`config.mk`:
```
export PLATFORM = sky130hd
export DESIGN_NAME = dhcpv6_option_extractor_flat
export DESIGN_NICKNAME = d
export VERILOG_FILES = /design/src/rtl/dov6_pkg.sv /design/src/rtl/dov6_if.sv /design/src/rtl/dhcpv6_option_extractor.sv /design/src/rtl/dov6_cfg.sv /design/src/rtl/dov6_parse.sv /design/src/rtl/dov6_outq.sv /design/src/flat_wrapper.sv
export SDC_FILE = /design/constraint.sdc
export NUM_CORES = 2
export LEC_CHECK = 0
export BUFFER_PORTS_ARGS = -buffer_cell sky130_fd_sc_hd__buf_2
export CORE_MARGIN = 1
export CORE_UTILIZATION = 40
export CTS_CLUSTER_SIZE = 8
export DETAILED_ROUTE_END_ITERATION = 7
export GPL_TIMING_DRIVEN = 0
export SLEW_MARGIN = 0
export SYNTH_ARGS = -nofsm -noshare
export SYNTH_HDL_FRONTEND = slang
export SYNTH_SLANG_ARGS = --single-unit
export TNS_END_PERCENT = 1
```
`constraint.sdc`:
```
create_clock -name clk -period 20.5 [get_ports clk]
set_input_delay 6.15 -clock clk [delete_from_list [all_inputs] [get_ports clk]]
set_output_delay 6.15 -clock clk [all_outputs]
set_load 0.005 [all_outputs]
```
`src/rtl/dov6_pkg.sv`:
```
// Shared types, codes and constants for the DHCPv6 option extractor.
package dov6_pkg;

  localparam int OFF_W = 16;
  localparam logic [OFF_W-1:0] OFF_MAX = '1;

  // Record kinds
  localparam logic [4:0] KIND_HEADER       = 5'd0;
  localparam logic [4:0] KIND_CLIENT_TYPE  = 5'd1;
  localparam logic [4:0] KIND_CLIENT_BYTE  = 5'd2;
  localparam logic [4:0] KIND_SERVER_TYPE  = 5'd3;
  localparam logic [4:0] KIND_SERVER_BYTE  = 5'd4;
  localparam logic [4:0] KIND_IA_NA        = 5'd5;
  localparam logic [4:0] KIND_IA_TA        = 5'd6;
  localparam logic [4:0] KIND_IAADDR       = 5'd7;
  localparam logic [4:0] KIND_DNS          = 5'd8;
  localparam logic [4:0] KIND_SIP          = 5'd9;
  localparam logic [4:0] KIND_NTP          = 5'd10;
  localparam logic [4:0] KIND_DOMAIN_BYTE  = 5'd11;
  localparam logic [4:0] KIND_RAPID        = 5'd12;
  localparam logic [4:0] KIND_USER_CLASS   = 5'd13;
  localparam logic [4:0] KIND_VENDOR_CLASS = 5'd14;
  localparam logic [4:0] KIND_VENDOR_OPTS  = 5'd15;
  localparam logic [4:0] KIND_IFACE_ID     = 5'd16;
  localparam logic [4:0] KIND_RECONF_MSG   = 5'd17;
  localparam logic [4:0] KIND_RECONF_ACC   = 5'd18;
  localparam logic [4:0] KIND_END          = 5'd19;

  // Option codes
  localparam logic [15:0] OPT_CLIENTID     = 16'd1;
  localparam logic [15:0] OPT_SERVERID     = 16'd2;
  localparam logic [15:0] OPT_IA_NA        = 16'd3;
  localparam logic [15:0] OPT_IA_TA        = 16'd4;
  localparam logic [15:0] OPT_IAADDR       = 16'd5;
  localparam logic [15:0] OPT_RAPID        = 16'd14;
  localparam logic [15:0] OPT_USER_CLASS   = 16'd15;
  localparam logic [15:0] OPT_VENDOR_CLASS = 16'd16;
  localparam logic [15:0] OPT_VENDOR_OPTS  = 16'd17;
  localparam logic [15:0] OPT_IFACE_ID     = 16'd18;
  localparam logic [15:0] OPT_RECONF_MSG   = 16'd19;
  localparam logic [15:0] OPT_RECONF_ACC   = 16'd20;
  localparam logic [15:0] OPT_SIP          = 16'd21;
  localparam logic [15:0] OPT_DNS          = 16'd23;
  localparam logic [15:0] OPT_DOMAIN       = 16'd24;
  localparam logic [15:0] OPT_NTP          = 16'd56;
  localparam logic [15:0] OPT_END          = 16'd255;

  // Packet status codes
  localparam logic [2:0] ST_OK       = 3'd0;
  localparam logic [2:0] ST_PORTS    = 3'd1;
  localparam logic [2:0] ST_NOT_V6   = 3'd2;
  localparam logic [2:0] ST_SHORT    = 3'd3;
  localparam logic [2:0] ST_BAD_TYPE = 3'd4;

  // Register indexes
  localparam logic [1:0] REG_CLIENT_PORT = 2'd0;
  localparam logic [1:0] REG_SERVER_PORT = 2'd1;
  localparam logic [1:0] REG_DUID_LIMIT  = 2'd2;

  localparam logic [7:0] MSG_TYPE_MIN = 8'd1;
  localparam logic [7:0] MSG_TYPE_MAX = 8'd13;

  typedef struct packed {
    logic [4:0]  kind;
    logic [63:0] hi;
    logic [63:0] lo;
    logic [31:0] third;
    logic [31:0] fourth;
    logic [15:0] idx;
    logic [2:0]  status;
    logic        trunc;
    logic        last;
  } rec_t;

  typedef struct packed {
    logic [15:0] client_port;
    logic [15:0] server_port;
    logic [15:0] duid_limit;
  } cfg_t;

  typedef struct packed {
    logic [1:0] count;
    rec_t       rec0;
    rec_t       rec1;
  } push_t;

endpackage

```
`src/rtl/dov6_if.sv`:
```
// Request channel interfaces for payload bytes and result records.
interface dov6_in_if;
  logic        valid;
  logic        ready;
  logic [7:0]  payload_byte;
  logic        first_byte;
  logic        final_byte;
  logic [15:0] payload_length;
  logic [15:0] source_port;
  logic [15:0] dest_port;
  logic        is_ipv6;

  modport source (output valid, payload_byte, first_byte, final_byte, payload_length,
                  source_port, dest_port, is_ipv6, input ready);
  modport sink (input valid, payload_byte, first_byte, final_byte, payload_length,
                source_port, dest_port, is_ipv6, output ready);
endinterface

interface dov6_out_if;
  logic        valid;
  logic        ready;
  logic [4:0]  record_kind;
  logic [63:0] value_high;
  logic [63:0] value_low;
  logic [31:0] value_third;
  logic [31:0] value_fourth;
  logic [15:0] item_index;
  logic [2:0]  packet_status;
  logic        options_truncated;
  logic        last_of_run;

  modport source (output valid, record_kind, value_high, value_low, value_third,
                  value_fourth, item_index, packet_status, options_truncated,
                  last_of_run, input ready);
  modport sink (input valid, record_kind, value_high, value_low, value_third,
                value_fourth, item_index, packet_status, options_truncated,
                last_of_run, output ready);
endinterface

```
`src/rtl/dhcpv6_option_extractor.sv`:
```
// Top level of the DHCPv6 option extractor.
// Records: a record is written into the result queue as the byte that causes it is accepted.
// Throughput: one byte per cycle while the four-entry result queue has room for two
// records; the queue emits its records one at a time.
// Reset: synchronous active-low rst_n clears parser state and the queue and
// restores the port and DUID limit registers to their defaults.
module dhcpv6_option_extractor import dov6_pkg::*; (
  input  logic        clk,
  input  logic        rst_n,
  dov6_in_if.sink     in_chan,
  dov6_out_if.source  out_chan,
  input  logic        psel,
  input  logic        penable,
  input  logic        pwrite,
  input  logic [3:0]  paddr,
  input  logic [31:0] pwdata,
  output logic [31:0] prdata,
  output logic        pready
);

  cfg_t  cfg;
  logic  space_ok, push_en;
  push_t push;

  dov6_cfg u_cfg (
    .clk, .rst_n, .psel, .penable, .pwrite, .paddr, .pwdata, .prdata, .pready, .cfg
  );

  dov6_parse u_parse (
    .clk, .rst_n, .cfg, .space_ok, .in_chan, .push_en, .push
  );

  dov6_outq u_outq (
    .clk, .rst_n, .push_en, .push, .space_ok, .out_chan
  );

endmodule

```
`src/rtl/dov6_cfg.sv`:
```
// APB configuration registers: client port, server port, DUID byte limit.
module dov6_cfg import dov6_pkg::*; (
  input  logic        clk,
  input  logic        rst_n,
  input  logic        psel,
  input  logic        penable,
  input  logic        pwrite,
  input  logic [3:0]  paddr,
  input  logic [31:0] pwdata,
  output logic [31:0] prdata,
  output logic        pready,
  output cfg_t        cfg
);

  cfg_t cfg_r;
  logic wr_en;

  assign pready = 1'b1;
  assign wr_en  = psel & penable & pwrite;
  assign cfg    = cfg_r;

  // Write the addressed register
  always_ff @(posedge clk) begin
    if (!rst_n) begin
      cfg_r.client_port <= 16'd546;
      cfg_r.server_port <= 16'd547;
      cfg_r.duid_limit  <= 16'd128;
    end else if (wr_en) begin
      case (paddr[3:2])
        REG_CLIENT_PORT: cfg_r.client_port <= pwdata[15:0];
        REG_SERVER_PORT: cfg_r.server_port <= pwdata[15:0];
        REG_DUID_LIMIT:  cfg_r.duid_limit  <= pwdata[15:0];
        default: ;
      endcase
    end
  end

  // Read back
  always_comb begin
    case (paddr[3:2])
      REG_CLIENT_PORT: prdata = {16'd0, cfg_r.client_port};
      REG_SERVER_PORT: prdata = {16'd0, cfg_r.server_port};
      REG_DUID_LIMIT:  prdata = {16'd0, cfg_r.duid_limit};
      default:         prdata = 32'd0;
    endcase
  end

endmodule

```
`src/rtl/dov6_parse.sv`:
```
// Per-byte DHCPv6 header and option parser producing up to two records.
module dov6_parse import dov6_pkg::*; (
  input  logic   clk,
  input  logic   rst_n,
  input  cfg_t   cfg,
  input  logic   space_ok,
  dov6_in_if.sink in_chan,
  output logic   push_en,
  output push_t  push
);

  typedef enum logic [2:0] {
    PH_IDLE, PH_HEADER, PH_OPTHDR, PH_OPTDATA, PH_DONE
  } phase_t;

  phase_t          phase_r, phase_nxt;
  logic [OFF_W-1:0] off_r, off_nxt, plen_r, plen_nxt;
  logic [2:0]      rej_r, rej_nxt;
  logic [15:0]     ocode_r, ocode_nxt, olen_r, olen_nxt, opos_r, opos_nxt;
  logic [31:0]     hs_r, hs_nxt;
  logic [31:0]     acc_r [6];
  logic [31:0]     acc_nxt [6];
  logic [7:0]      dll_r, dll_nxt;
  logic            stop_r, stop_nxt, trunc_r, trunc_nxt;

  logic            accept, ports_ok, srv_list, proc_v;
  logic [7:0]      b;
  logic [15:0]     pos;
  logic [13:0]     w;
  logic [OFF_W+16:0] opt_end;
  logic [2:0]      status;
  rec_t            proc_rec, end_rec;
  logic            end_v;

  assign accept        = in_chan.valid & space_ok;
  assign in_chan.ready = space_ok;
  assign b             = in_chan.payload_byte;
  assign ports_ok = (in_chan.source_port == cfg.client_port &&
                     in_chan.dest_port == cfg.server_port) ||
                    (in_chan.source_port == cfg.server_port &&
                     in_chan.dest_port == cfg.client_port);

  // Next state and records for the byte on the input
  always_comb begin
    phase_nxt = phase_r;  off_nxt = off_r;    plen_nxt = plen_r;
    rej_nxt = rej_r;      ocode_nxt = ocode_r; olen_nxt = olen_r;
    opos_nxt = opos_r;    hs_nxt = hs_r;      dll_nxt = dll_r;
    stop_nxt = stop_r;    trunc_nxt = trunc_r;
    for (int i = 0; i < 6; i++) acc_nxt[i] = acc_r[i];
    proc_v = 1'b0; proc_rec = '0; end_v = 1'b0; end_rec = '0;
    pos = 16'd0; w = 14'd0; srv_list = 1'b0; opt_end = '0; status = ST_OK;

    // Open a new packet
    if (in_chan.first_byte) begin
      off_nxt = '0;
      if (in_chan.payload_length > 16'(OFF_MAX))
        plen_nxt = OFF_MAX;
      else
        plen_nxt = in_chan.payload_length[OFF_W-1:0];
      rej_nxt = !ports_ok ? ST_PORTS : !in_chan.is_ipv6 ? ST_NOT_V6 :
                (plen_nxt < OFF_W'(4)) ? ST_SHORT : ST_OK;
      stop_nxt  = rej_nxt != ST_OK;
      trunc_nxt = 1'b0;
      phase_nxt = stop_nxt ? PH_DONE : PH_HEADER;
      ocode_nxt = '0; olen_nxt = '0; opos_nxt = '0; hs_nxt = '0; dll_nxt = '0;
      for (int i = 0; i < 6; i++) acc_nxt[i] = '0;
    end

    if (phase_nxt != PH_IDLE && off_nxt < plen_nxt) begin
      case (phase_nxt)
        PH_HEADER: begin
          hs_nxt = {hs_nxt[23:0], b};
          if (off_nxt == '0 && (b < MSG_TYPE_MIN || b > MSG_TYPE_MAX)) begin
            rej_nxt = ST_BAD_TYPE; stop_nxt = 1'b1; phase_nxt = PH_DONE;
          end else if (off_nxt == OFF_W'(3)) begin
            proc_v = 1'b1;
            proc_rec.kind = KIND_HEADER;
            proc_rec.hi   = {56'd0, hs_nxt[31:24]};
            proc_rec.lo   = {40'd0, hs_nxt[23:0]};
            hs_nxt = '0; opos_nxt = '0; phase_nxt = PH_OPTHDR;
          end
        end
        PH_OPTHDR: begin
          hs_nxt   = {hs_nxt[23:0], b};
          opos_nxt = opos_nxt + 16'd1;
          if (opos_nxt >= 16'd4) begin
            ocode_nxt = hs_nxt[31:16];
            olen_nxt  = hs_nxt[15:0];
            opt_end = (OFF_W+17)'(off_nxt) + (OFF_W+17)'(1) + (OFF_W+17)'(olen_nxt);
            for (int i = 0; i < 6; i++) acc_nxt[i] = '0;
            dll_nxt = '0; opos_nxt = '0;
            if (opt_end > (OFF_W+17)'(plen_nxt)) begin
              trunc_nxt = 1'b1; stop_nxt = 1'b1; phase_nxt = PH_DONE;
            end else if (ocode_nxt == OPT_END) begin
              stop_nxt = 1'b1; phase_nxt = PH_DONE;
            end else begin
              if (ocode_nxt == OPT_RAPID) begin
                proc_v = 1'b1; proc_rec.kind = KIND_RAPID;
              end else if (ocode_nxt == OPT_RECONF_ACC) begin
                proc_v = 1'b1; proc_rec.kind = KIND_RECONF_ACC;
              end else if (ocode_nxt == OPT_USER_CLASS && olen_nxt != '0) begin
                proc_v = 1'b1; proc_rec.kind = KIND_USER_CLASS;
                proc_rec.hi = {48'd0, olen_nxt};
              end else if (ocode_nxt == OPT_IFACE_ID && olen_nxt != '0) begin
                proc_v = 1'b1; proc_rec.kind = KIND_IFACE_ID;
                proc_rec.hi = {48'd0, olen_nxt};
              end
              phase_nxt = (olen_nxt != '0) ? PH_OPTDATA : PH_OPTHDR;
            end
          end
        end
        PH_OPTDATA: begin
          pos      = opos_nxt;
          srv_list = ocode_nxt == OPT_DNS || ocode_nxt == OPT_SIP || ocode_nxt == OPT_NTP;
          w        = srv_list ? {12'd0, pos[3:2]} : pos[15:2];
          // Shift the byte into its accumulator word
          if (w < 14'd6) acc_nxt[w[2:0]] = {acc_nxt[w[2:0]][23:0], b};

          if (ocode_nxt == OPT_CLIENTID || ocode_nxt == OPT_SERVERID) begin
            if (pos == 16'd1) begin
              proc_v = 1'b1;
              proc_rec.kind = (ocode_nxt == OPT_CLIENTID) ? KIND_CLIENT_TYPE
                                                          : KIND_SERVER_TYPE;
              proc_rec.hi = {48'd0, acc_nxt[0][15:0]};
            end else if (pos >= 16'd2 && (pos - 16'd2) < cfg.duid_limit) begin
              proc_v = 1'b1;
              proc_rec.kind = (ocode_nxt == OPT_CLIENTID) ? KIND_CLIENT_BYTE
                                                          : KIND_SERVER_BYTE;
              proc_rec.hi  = {56'd0, b};
              proc_rec.idx = pos - 16'd2;
            end
          end else if (ocode_nxt == OPT_IA_NA) begin
            if (pos == 16'd11) begin
              proc_v = 1'b1; proc_rec.kind = KIND_IA_NA;
              proc_rec.hi = {32'd0, acc_nxt[0]};
              proc_rec.lo = {32'd0, acc_nxt[1]};
              proc_rec.third = acc_nxt[2];
            end
          end else if (ocode_nxt == OPT_IA_TA || ocode_nxt == OPT_VENDOR_CLASS ||
                       ocode_nxt == OPT_VENDOR_OPTS) begin
            if (pos == 16'd3) begin
              proc_v = 1'b1;
              proc_rec.kind = (ocode_nxt == OPT_IA_TA) ? KIND_IA_TA :
                              (ocode_nxt == OPT_VENDOR_CLASS) ? KIND_VENDOR_CLASS
                                                              : KIND_VENDOR_OPTS;
              proc_rec.hi = {32'd0, acc_nxt[0]};
            end
          end else if (ocode_nxt == OPT_IAADDR) begin
            if (pos == 16'd23) begin
              proc_v = 1'b1; proc_rec.kind = KIND_IAADDR;
              proc_rec.hi = {acc_nxt[0], acc_nxt[1]};
              proc_rec.lo = {acc_nxt[2], acc_nxt[3]};
              proc_rec.third  = acc_nxt[4];
              proc_rec.fourth = acc_nxt[5];
            end
          end else if (srv_list) begin
            if (pos[3:0] == 4'hf && olen_nxt[3:0] == 4'h0) begin
              proc_v = 1'b1;
              proc_rec.kind = (ocode_nxt == OPT_DNS) ? KIND_DNS :
                              (ocode_nxt == OPT_SIP) ? KIND_SIP : KIND_NTP;
              proc_rec.hi  = {acc_nxt[0], acc_nxt[1]};
              proc_rec.lo  = {acc_nxt[2], acc_nxt[3]};
              proc_rec.idx = {4'd0, pos[15:4]};
            end
          end else if (ocode_nxt == OPT_DOMAIN) begin
            if (pos == 16'd0) begin
              dll_nxt = (b != 8'd0 && {8'd0, b} < olen_nxt) ? b : 8'd0;
            end else if (pos <= {8'd0, dll_nxt}) begin
              proc_v = 1'b1; proc_rec.kind = KIND_DOMAIN_BYTE;
              proc_rec.hi  = {56'd0, b};
              proc_rec.idx = pos - 16'd1;
            end
          end else if (ocode_nxt == OPT_RECONF_MSG) begin
            if (pos == 16'd0) begin
              proc_v = 1'b1; proc_rec.kind = KIND_RECONF_MSG;
              proc_rec.hi = {56'd0, b};
            end
          end

          // Advance within the option
          opos_nxt = pos + 16'd1;
          if (opos_nxt >= olen_nxt) begin
            opos_nxt = '0; hs_nxt = '0; phase_nxt = PH_OPTHDR;
          end
        end
        default: ;
      endcase
      if (off_nxt < OFF_MAX) off_nxt = off_nxt + OFF_W'(1);
    end

    // Close the packet with a status record
    if (in_chan.final_byte && phase_nxt != PH_IDLE) begin
      status = rej_nxt;
      if (status == ST_OK && phase_nxt == PH_HEADER) status = ST_SHORT;
      if (phase_nxt == PH_OPTDATA) trunc_nxt = 1'b1;
      end_v = 1'b1;
      end_rec.kind   = KIND_END;
      end_rec.status = status;
      end_rec.trunc  = trunc_nxt;
      end_rec.last   = 1'b1;
      phase_nxt = PH_IDLE;
    end
    if (!end_v) proc_rec.last = 1'b1;
  end

  // Pack the records in order
  always_comb begin
    push_en = accept;
    push.count = {1'b0, proc_v} + {1'b0, end_v};
    push.rec0  = proc_v ? proc_rec : end_rec;
    push.rec1  = end_rec;
  end

  // Hold parser state
  always_ff @(posedge clk) begin
    if (!rst_n) begin
      phase_r <= PH_IDLE; off_r <= '0; plen_r <= '0; rej_r <= ST_OK;
      ocode_r <= '0; olen_r <= '0; opos_r <= '0; hs_r <= '0; dll_r <= '0;
      stop_r <= 1'b0; trunc_r <= 1'b0;
      for (int i = 0; i < 6; i++) acc_r[i] <= '0;
    end else if (accept) begin
      phase_r <= phase_nxt; off_r <= off_nxt; plen_r <= plen_nxt; rej_r <= rej_nxt;
      ocode_r <= ocode_nxt; olen_r <= olen_nxt; opos_r <= opos_nxt; hs_r <= hs_nxt;
      dll_r <= dll_nxt; stop_r <= stop_nxt; trunc_r <= trunc_nxt;
      for (int i = 0; i < 6; i++) acc_r[i] <= acc_nxt[i];
    end
  end

endmodule

```
`src/rtl/dov6_outq.sv`:
```
// Four-entry result queue taking up to two records a cycle, emitting one.
module dov6_outq import dov6_pkg::*; (
  input  logic   clk,
  input  logic   rst_n,
  input  logic   push_en,
  input  push_t  push,
  output logic   space_ok,
  dov6_out_if.source out_chan
);

  rec_t       mem_r [4];
  logic [1:0] wr_r, rd_r;
  logic [2:0] cnt_r, cnt_nxt;
  logic [1:0] n_in;
  logic       pop;
  rec_t       head;

  assign n_in     = push_en ? push.count : 2'd0;
  assign pop      = out_chan.valid & out_chan.ready;
  assign space_ok = cnt_r <= 3'd2;
  assign cnt_nxt  = cnt_r + {1'b0, n_in} - {2'd0, pop};
  assign head     = mem_r[rd_r];

  // Store incoming records
  always_ff @(posedge clk) begin
    if (n_in != 2'd0) mem_r[wr_r] <= push.rec0;
    if (n_in == 2'd2) mem_r[wr_r + 2'd1] <= push.rec1;
  end

  // Advance pointers and count
  always_ff @(posedge clk) begin
    if (!rst_n) begin
      wr_r <= '0; rd_r <= '0; cnt_r <= '0;
    end else begin
      wr_r  <= wr_r + n_in;
      rd_r  <= rd_r + {1'b0, pop};
      cnt_r <= cnt_nxt;
    end
  end

  assign out_chan.valid             = cnt_r != 3'd0;
  assign out_chan.record_kind       = head.kind;
  assign out_chan.value_high        = head.hi;
  assign out_chan.value_low         = head.lo;
  assign out_chan.value_third       = head.third;
  assign out_chan.value_fourth      = head.fourth;
  assign out_chan.item_index        = head.idx;
  assign out_chan.packet_status     = head.status;
  assign out_chan.options_truncated = head.trunc;
  assign out_chan.last_of_run       = head.last;

endmodule

```
`src/flat_wrapper.sv`:
```
// flat-port wrapper written by rule: the top's interface ports become plain ports
module dhcpv6_option_extractor_flat import dov6_pkg::*;
  (clk, rst_n, psel, penable, pwrite, paddr, pwdata, prdata, pready, in_chan_valid, in_chan_payload_byte, in_chan_first_byte, in_chan_final_byte, in_chan_payload_length, in_chan_source_port, in_chan_dest_port, in_chan_is_ipv6, in_chan_ready, out_chan_valid, out_chan_record_kind, out_chan_value_high, out_chan_value_low, out_chan_value_third, out_chan_value_fourth, out_chan_item_index, out_chan_packet_status, out_chan_options_truncated, out_chan_last_of_run, out_chan_ready);
  dov6_in_if in_chan_i ();
  dov6_out_if out_chan_i ();
  input  logic clk;
  input  logic rst_n;
  input  logic psel;
  input  logic penable;
  input  logic pwrite;
  input  logic [3:0] paddr;
  input  logic [31:0] pwdata;
  output logic [31:0] prdata;
  output logic pready;
  input wire logic [$bits(in_chan_i.valid)-1:0] in_chan_valid;
  input wire logic [$bits(in_chan_i.payload_byte)-1:0] in_chan_payload_byte;
  input wire logic [$bits(in_chan_i.first_byte)-1:0] in_chan_first_byte;
  input wire logic [$bits(in_chan_i.final_byte)-1:0] in_chan_final_byte;
  input wire logic [$bits(in_chan_i.payload_length)-1:0] in_chan_payload_length;
  input wire logic [$bits(in_chan_i.source_port)-1:0] in_chan_source_port;
  input wire logic [$bits(in_chan_i.dest_port)-1:0] in_chan_dest_port;
  input wire logic [$bits(in_chan_i.is_ipv6)-1:0] in_chan_is_ipv6;
  output wire logic [$bits(in_chan_i.ready)-1:0] in_chan_ready;
  output wire logic [$bits(out_chan_i.valid)-1:0] out_chan_valid;
  output wire logic [$bits(out_chan_i.record_kind)-1:0] out_chan_record_kind;
  output wire logic [$bits(out_chan_i.value_high)-1:0] out_chan_value_high;
  output wire logic [$bits(out_chan_i.value_low)-1:0] out_chan_value_low;
  output wire logic [$bits(out_chan_i.value_third)-1:0] out_chan_value_third;
  output wire logic [$bits(out_chan_i.value_fourth)-1:0] out_chan_value_fourth;
  output wire logic [$bits(out_chan_i.item_index)-1:0] out_chan_item_index;
  output wire logic [$bits(out_chan_i.packet_status)-1:0] out_chan_packet_status;
  output wire logic [$bits(out_chan_i.options_truncated)-1:0] out_chan_options_truncated;
  output wire logic [$bits(out_chan_i.last_of_run)-1:0] out_chan_last_of_run;
  input wire logic [$bits(out_chan_i.ready)-1:0] out_chan_ready;
  assign in_chan_i.valid = in_chan_valid;
  assign in_chan_i.payload_byte = in_chan_payload_byte;
  assign in_chan_i.first_byte = in_chan_first_byte;
  assign in_chan_i.final_byte = in_chan_final_byte;
  assign in_chan_i.payload_length = in_chan_payload_length;
  assign in_chan_i.source_port = in_chan_source_port;
  assign in_chan_i.dest_port = in_chan_dest_port;
  assign in_chan_i.is_ipv6 = in_chan_is_ipv6;
  assign in_chan_ready = in_chan_i.ready;
  assign out_chan_valid = out_chan_i.valid;
  assign out_chan_record_kind = out_chan_i.record_kind;
  assign out_chan_value_high = out_chan_i.value_high;
  assign out_chan_value_low = out_chan_i.value_low;
  assign out_chan_value_third = out_chan_i.value_third;
  assign out_chan_value_fourth = out_chan_i.value_fourth;
  assign out_chan_item_index = out_chan_i.item_index;
  assign out_chan_packet_status = out_chan_i.packet_status;
  assign out_chan_options_truncated = out_chan_i.options_truncated;
  assign out_chan_last_of_run = out_chan_i.last_of_run;
  assign out_chan_i.ready = out_chan_ready;
  dhcpv6_option_extractor u_core (.clk(clk), .rst_n(rst_n), .in_chan(in_chan_i), .out_chan(out_chan_i), .psel(psel), .penable(penable), .pwrite(pwrite), .paddr(paddr), .pwdata(pwdata), .prdata(prdata), .pready(pready));
endmodule
```
* Word-level counts from Yosys, hierarchy flattened *
Memories as Yosys holds them, arrays and structs flattened. A register that Yosys moved wholly into a read port is not among the register bits.
Index checks and enable logic that the tools add are counted.

operators by class
  order comparisons = 17
  bitwise gates (word level) = 11
  reductions and logical operators = 34
  mux-type cells = 198
  add/sub/neg operators = 12
  equality and inequality tests = 35

operators with widths
  cell                   count
  $mux W133              14
  $mux W197              6
  $mux W192              6
  $mux W69               11
  $mux W16               28
  $mux W32               12
  $pmux W192 S2          1
  $mux W64               4
  $mux W218              1
  $mux W213              1
  $pmux W69 S3           1
  $mux W68               3
  $mux W195              1
  $bwmux W192            1
  $mux W165              1
  $mux W163              1
  $eq A16 B5 Y1 const B  9
  $mux W144              1
  $mux W67               2
  $mux W132              1
  $mux W128              1
  $pmux W64 S2           1
  $bmux W32 S3           1
  $demux W32 S3          1
  70 further kinds       198

word-level totals
  memory bits (writable) = 1064
  word-level logic and storage cells = 325
  register bits = 182
  input bits = 102
  memories = 2
  output and inout bits = 253

memories
  memory                depth  bits a word  rd ports  clocked after Yosys merged registers in  wr ports  RTL line          text
  u_core.u_outq.mem_r   4      218          1         1                                        2         dov6_outq.sv:11   rec_t mem_r [4];
  u_core.u_parse.acc_r  6      32           6         0                                        6         dov6_parse.sv:21  logic [31:0] acc_r [6];

* Longest topological paths before layout *
  depth in word-level cells = 35
  depth in mapped cells = 44
  depth with buffers taken out = 30

* Cells and area by module *
Synthesis repeated with hierarchy kept, for this count alone.

unflattened totals
  cell total of the unflattened synthesis = 5959
  area total of the unflattened synthesis = 72314.4 um^2

modules (own cells, without submodules)
  module      sequential area each (um^2)  area each (um^2)  times used  cells each
  dov6_outq   26325.2                      42539.5           1           2159
  dov6_parse  8147.8                       27411.3           1           3542
  dov6_cfg    960.9                        2363.5            1           258

* Worst setup path after synthesis *
No wires, ideal clock.

  path type = in2reg
  from = in in_chan_first_byte
  to = mem u_core.u_outq.mem_r[1][0] (netlist name) (enable)
  slack = 6149 ps
  required time = 20216 ps
  arrival time = 14067 ps
  setup time = 284 ps
  stages on the path = 40
  buffers on the path = 16
  cells stage by stage = buf_2 buf_2 buf_2 buf_2 buf_2 buf_2 clkbuf_1 buf_1 clkbuf_1 clkbuf_1 nor2b_1 ha_1 nor2b_1 o21a_1 maj3_1 o32a_1 and2_1 o21ai_0 [4 not listed] and4_1 and3_1 a21oi_1 a31oi_1 o31ai_1 a31oi_1 o22ai_2 buf_6 buf_6 buf_4 ha_1 clkbuf_2 o21ai_0 nor2_1 a21oi_1 clkbuf_1 clkbuf_1 inv_1

RTL lines
  item         RTL line            text
  from (decl)  flat_wrapper.sv:17  input wire logic [$bits(in_chan_i.first_byte)-1:0] in_chan_first_byte;
  to (decl)    dov6_outq.sv:11

==> flow_summary.toml <==
[clock_tree]
clock_latency_ns = 0.86
htree_levels = 4
cts_sinks = 1238
clkTransAtPathRegs_ns = 0.05
clk_path_buf_depth = 3
cts_setup_buffers = 0
cts_root_buf = "clkbuf_16"
cts_buffers = 175
cts_tree = "yes"

[synthesis]
synthFlopType = "dfxtp_1"
netlist_area_sq_um = 60600
syn_avg_cell_area_sq_um = 9.02
synth_cell_types = 99
synthCells = 6715
synth_top_area_share_pct = 33.5
async_flop_share_pct = 0
netlist_top_cells_area = "dfxtp_1 (34%), edfxtp_1 (11%), mux4_2 (9.0%)"
ys_seq_area_share_pct = 44.6
synth_edf_count = 224
synth-seq-cells = 1238
yosys.area.top_type = "dfxtp_1"
yosys_warnings = 0

[critical_path]
start_kind = "input pin"
critPathSlowestCell = "buf_1"
worstSetupPathDepth = 37
reg2reg_depth = 29
endpoint = "u_core.u_outq.mem_r[1][0]"
cp_max_fo = 28
worst_ep_arrival_time_ns = 21.02
crit_path_frequent_cell = "buf_2"
max_stage_delay_ns = 1.08
path_buf_inv = 18
ff2ff_setup_slack_ns = 9.68
crit_type = "in -> reg"
end_kind = "register"
crit_path_start = "in_chan_first_byte"
crit_required_ns = 21.03
worstReg2RegStart = "u_core.u_parse.opos_r[3]"
cpLargestDelayFamily = "buffers and inverters"
r2r_end = "u_core.u_outq.mem_r[1][0]"

[cells_and_area]
mostFrequentLayoutCell = "nand2_1"
final_cell_mix = "nand2_1 (1317), dfxtp_1 (1014), o21ai_0 (888)"
nets = 7438
finalNonFillerCells = 9329
n_fill_cell = 14500
design_area_sq_um = 70000
area_growth_syn_to_layout_pct = 15.6
drive_gt1_share_pct = 12.7

[placed_design]
pre_cts_ws_ns = -1.93
placed_area_sq_um = 65000
place_inst = 9075
portBuffers = 318
place.gp.congestion = 1.08
dpl.hpwl_um = 218000

[global_routing]
grt_usage_pct = 36.5
grt_pass1_wl_um = 400000
overflow = 0
grt_pass1_vias = 54200
antenna_found_initial = 27
grt_max_degree = 109

[die]
die_h_um = 391
row_count = 142
core_area_sq_um = 150000
die_w_um = 391
start_util_pct = 40.4
ios = 355
die-area_sq_um = 153000

[min_path]
hp-class = "reg -> reg"

[sta]
layout_min_cycle_time_ns = 20.49
relSlewSlack_pct = -11.1
hold_viol = 0
finClkSkew_ns = 0.0745
max_clock_freq_mhz = 48.8
setup_viol = 0
whs_ns = 0.442
slew_viol_final = 56
layout_setup_ws_ns = 0.00905
timing.final.crit_share_pct = 100
worstMarginPinSlew_ns = 1.67
rsz0062_at_grt = "false"

[job]
cap_violations = 7

[route]
first_pass_iters = 8
wire_per_inst_um = 30.8
drt_drc_violations_left = 8
routed_wl_um = 287000
ant_nets = 0
vias = 58400
drt_iter0_markers = 7425
vias_per_cell = 6.26

[run_status]
outcome = "finished, violations left"
violations = "design-rule violations, max-capacitance violations, max-slew violations"

[power]
total_power_uw = 6280
vdd_drop_max_v = 0.0000735
power_density_nw_per_um2 = 89.7
leakagePower_uw = 0.0254
-- flip-flops by register name, summed over array words and instances, names as in the netlist --
signal / flops
u_core.u_parse.hs_r: 24
u_core.u_parse.trunc_r: 1
u_core.u_outq.rd_r: 2
u_core.u_outq.cnt_r: 3
u_core.u_outq.mem_r: 872
u_core.u_parse.off_r: 16
u_core.u_outq.wr_r: 2
u_core.u_parse.opos_r: 16
u_core.u_parse.rej_r: 3
u_core.u_parse.ocode_r: 16
u_core.u_parse.dll_r: 8
u_core.u_parse.phase_r: 3
u_core.u_parse.plen_r: 16
u_core.u_parse.olen_r: 16
u_core.u_parse.acc_r: 192
u_core.u_cfg.cfg: 48
-- how the worst min path moves through the flow --
stage               cells after the start                   startpoint                          end  slack, ns
floorplan                               2  u_core.u_outq.mem_r[1][112]  u_core.u_outq.mem_r[1][112]       0.42
global placement                        2   u_core.u_outq.mem_r[3][44]   u_core.u_outq.mem_r[3][44]       0.43
finish                                  2  u_core.u_outq.mem_r[3][150]  u_core.u_outq.mem_r[3][150]       0.44
CTS                                     2  u_core.u_outq.mem_r[1][169]  u_core.u_outq.mem_r[1][169]       0.45
global route                            2   u_core.u_outq.mem_r[2][48]   u_core.u_outq.mem_r[2][48]       0.46
detailed placement                      2   u_core.u_outq.mem_r[2][25]   u_core.u_outq.mem_r[2][25]       0.44
-- where the power goes --
| part | internal [uW] | leakage (uW) | switching, uW |
|---|---|---|---|
| Clock | 1570 | 0.00241 | 1150 |
| Sequential | 2570 | 0.0106 | 81.8 |
| Combinational | 261 | 0.0124 | 642 |
| Total | 4400 | 0.0254 | 1880 |
-- tightest hold or removal path, delay by kind of cell (launching register included) --
family          cells  cell delay, ns
flops               1            0.32
simple gates        1            0.04
compound gates      1            0.05
-- cells in the mapped netlist, drive strengths merged (64+ instances only) --
cell,instances
mux2i,64
ha,99
nand2,1318
a22oi,140
clkbuf,424
a22o,172
nor2b,126
o21ai,898
dfxtp,1014
edfxtp,224
and3,99
a21oi,308
nor2,438
inv,65
mux4,242
buf,128
nand3,66
xor2,78
-- per-stage QoR --
stage | util, % | setup TNS, ns
floorplan | - | 0
global placement | 43.1 | -890.97
detailed placement | 43.3 | -651.03
CTS | 46.6 | 0
global route | 46.6 | 0
finish | 46.7 | 0
-- cells by family after synthesis --
logic type,after synthesis,synth area share [%]
mux,322,10.4
other cells,2,0.0124
flops,1238,44.6
buf+inv,618,4.09
compound gates,1945,19.9
xor+xnor,105,1.52
fa+ha+maj,102,2.13
simple gates,2383,17.4
-- timing repair --
item                                    4_1_cts  5_1_grt
cloned                                        0        0
endpoints found under the setup margin      402      228
gates resized for setup                       2        4
hold buffers                                  0        0
-- cell type report --
class / count / area, sq um / share of cell area [%]
multi-input cells: 4874 / 31200 / 44.5
flip-flops and latches: 1238 / 27000 / 38.6
clock buffers: 224 / 4620 / 6.60
well taps: 2016 / 2520 / 3.60
plain buffers: 550 / 2240 / 3.20
repair buffers: 330 / 1770 / 2.52
clock inverters: 16 / 377 / 0.538
inverters: 66 / 255 / 0.364
diodes: 15 / 37.5 / 0.0536
-- per-layer routing --
metal	up-vias	track usage [%]	routed length [um]
li1	25200	-	-
met1	28900	48.3	114000
met2	3522	54.3	123000
met3	754	8.90	31000
met4	8	20.8	18800
met5	-	0	57
Power figures use the tool's default switching activity.
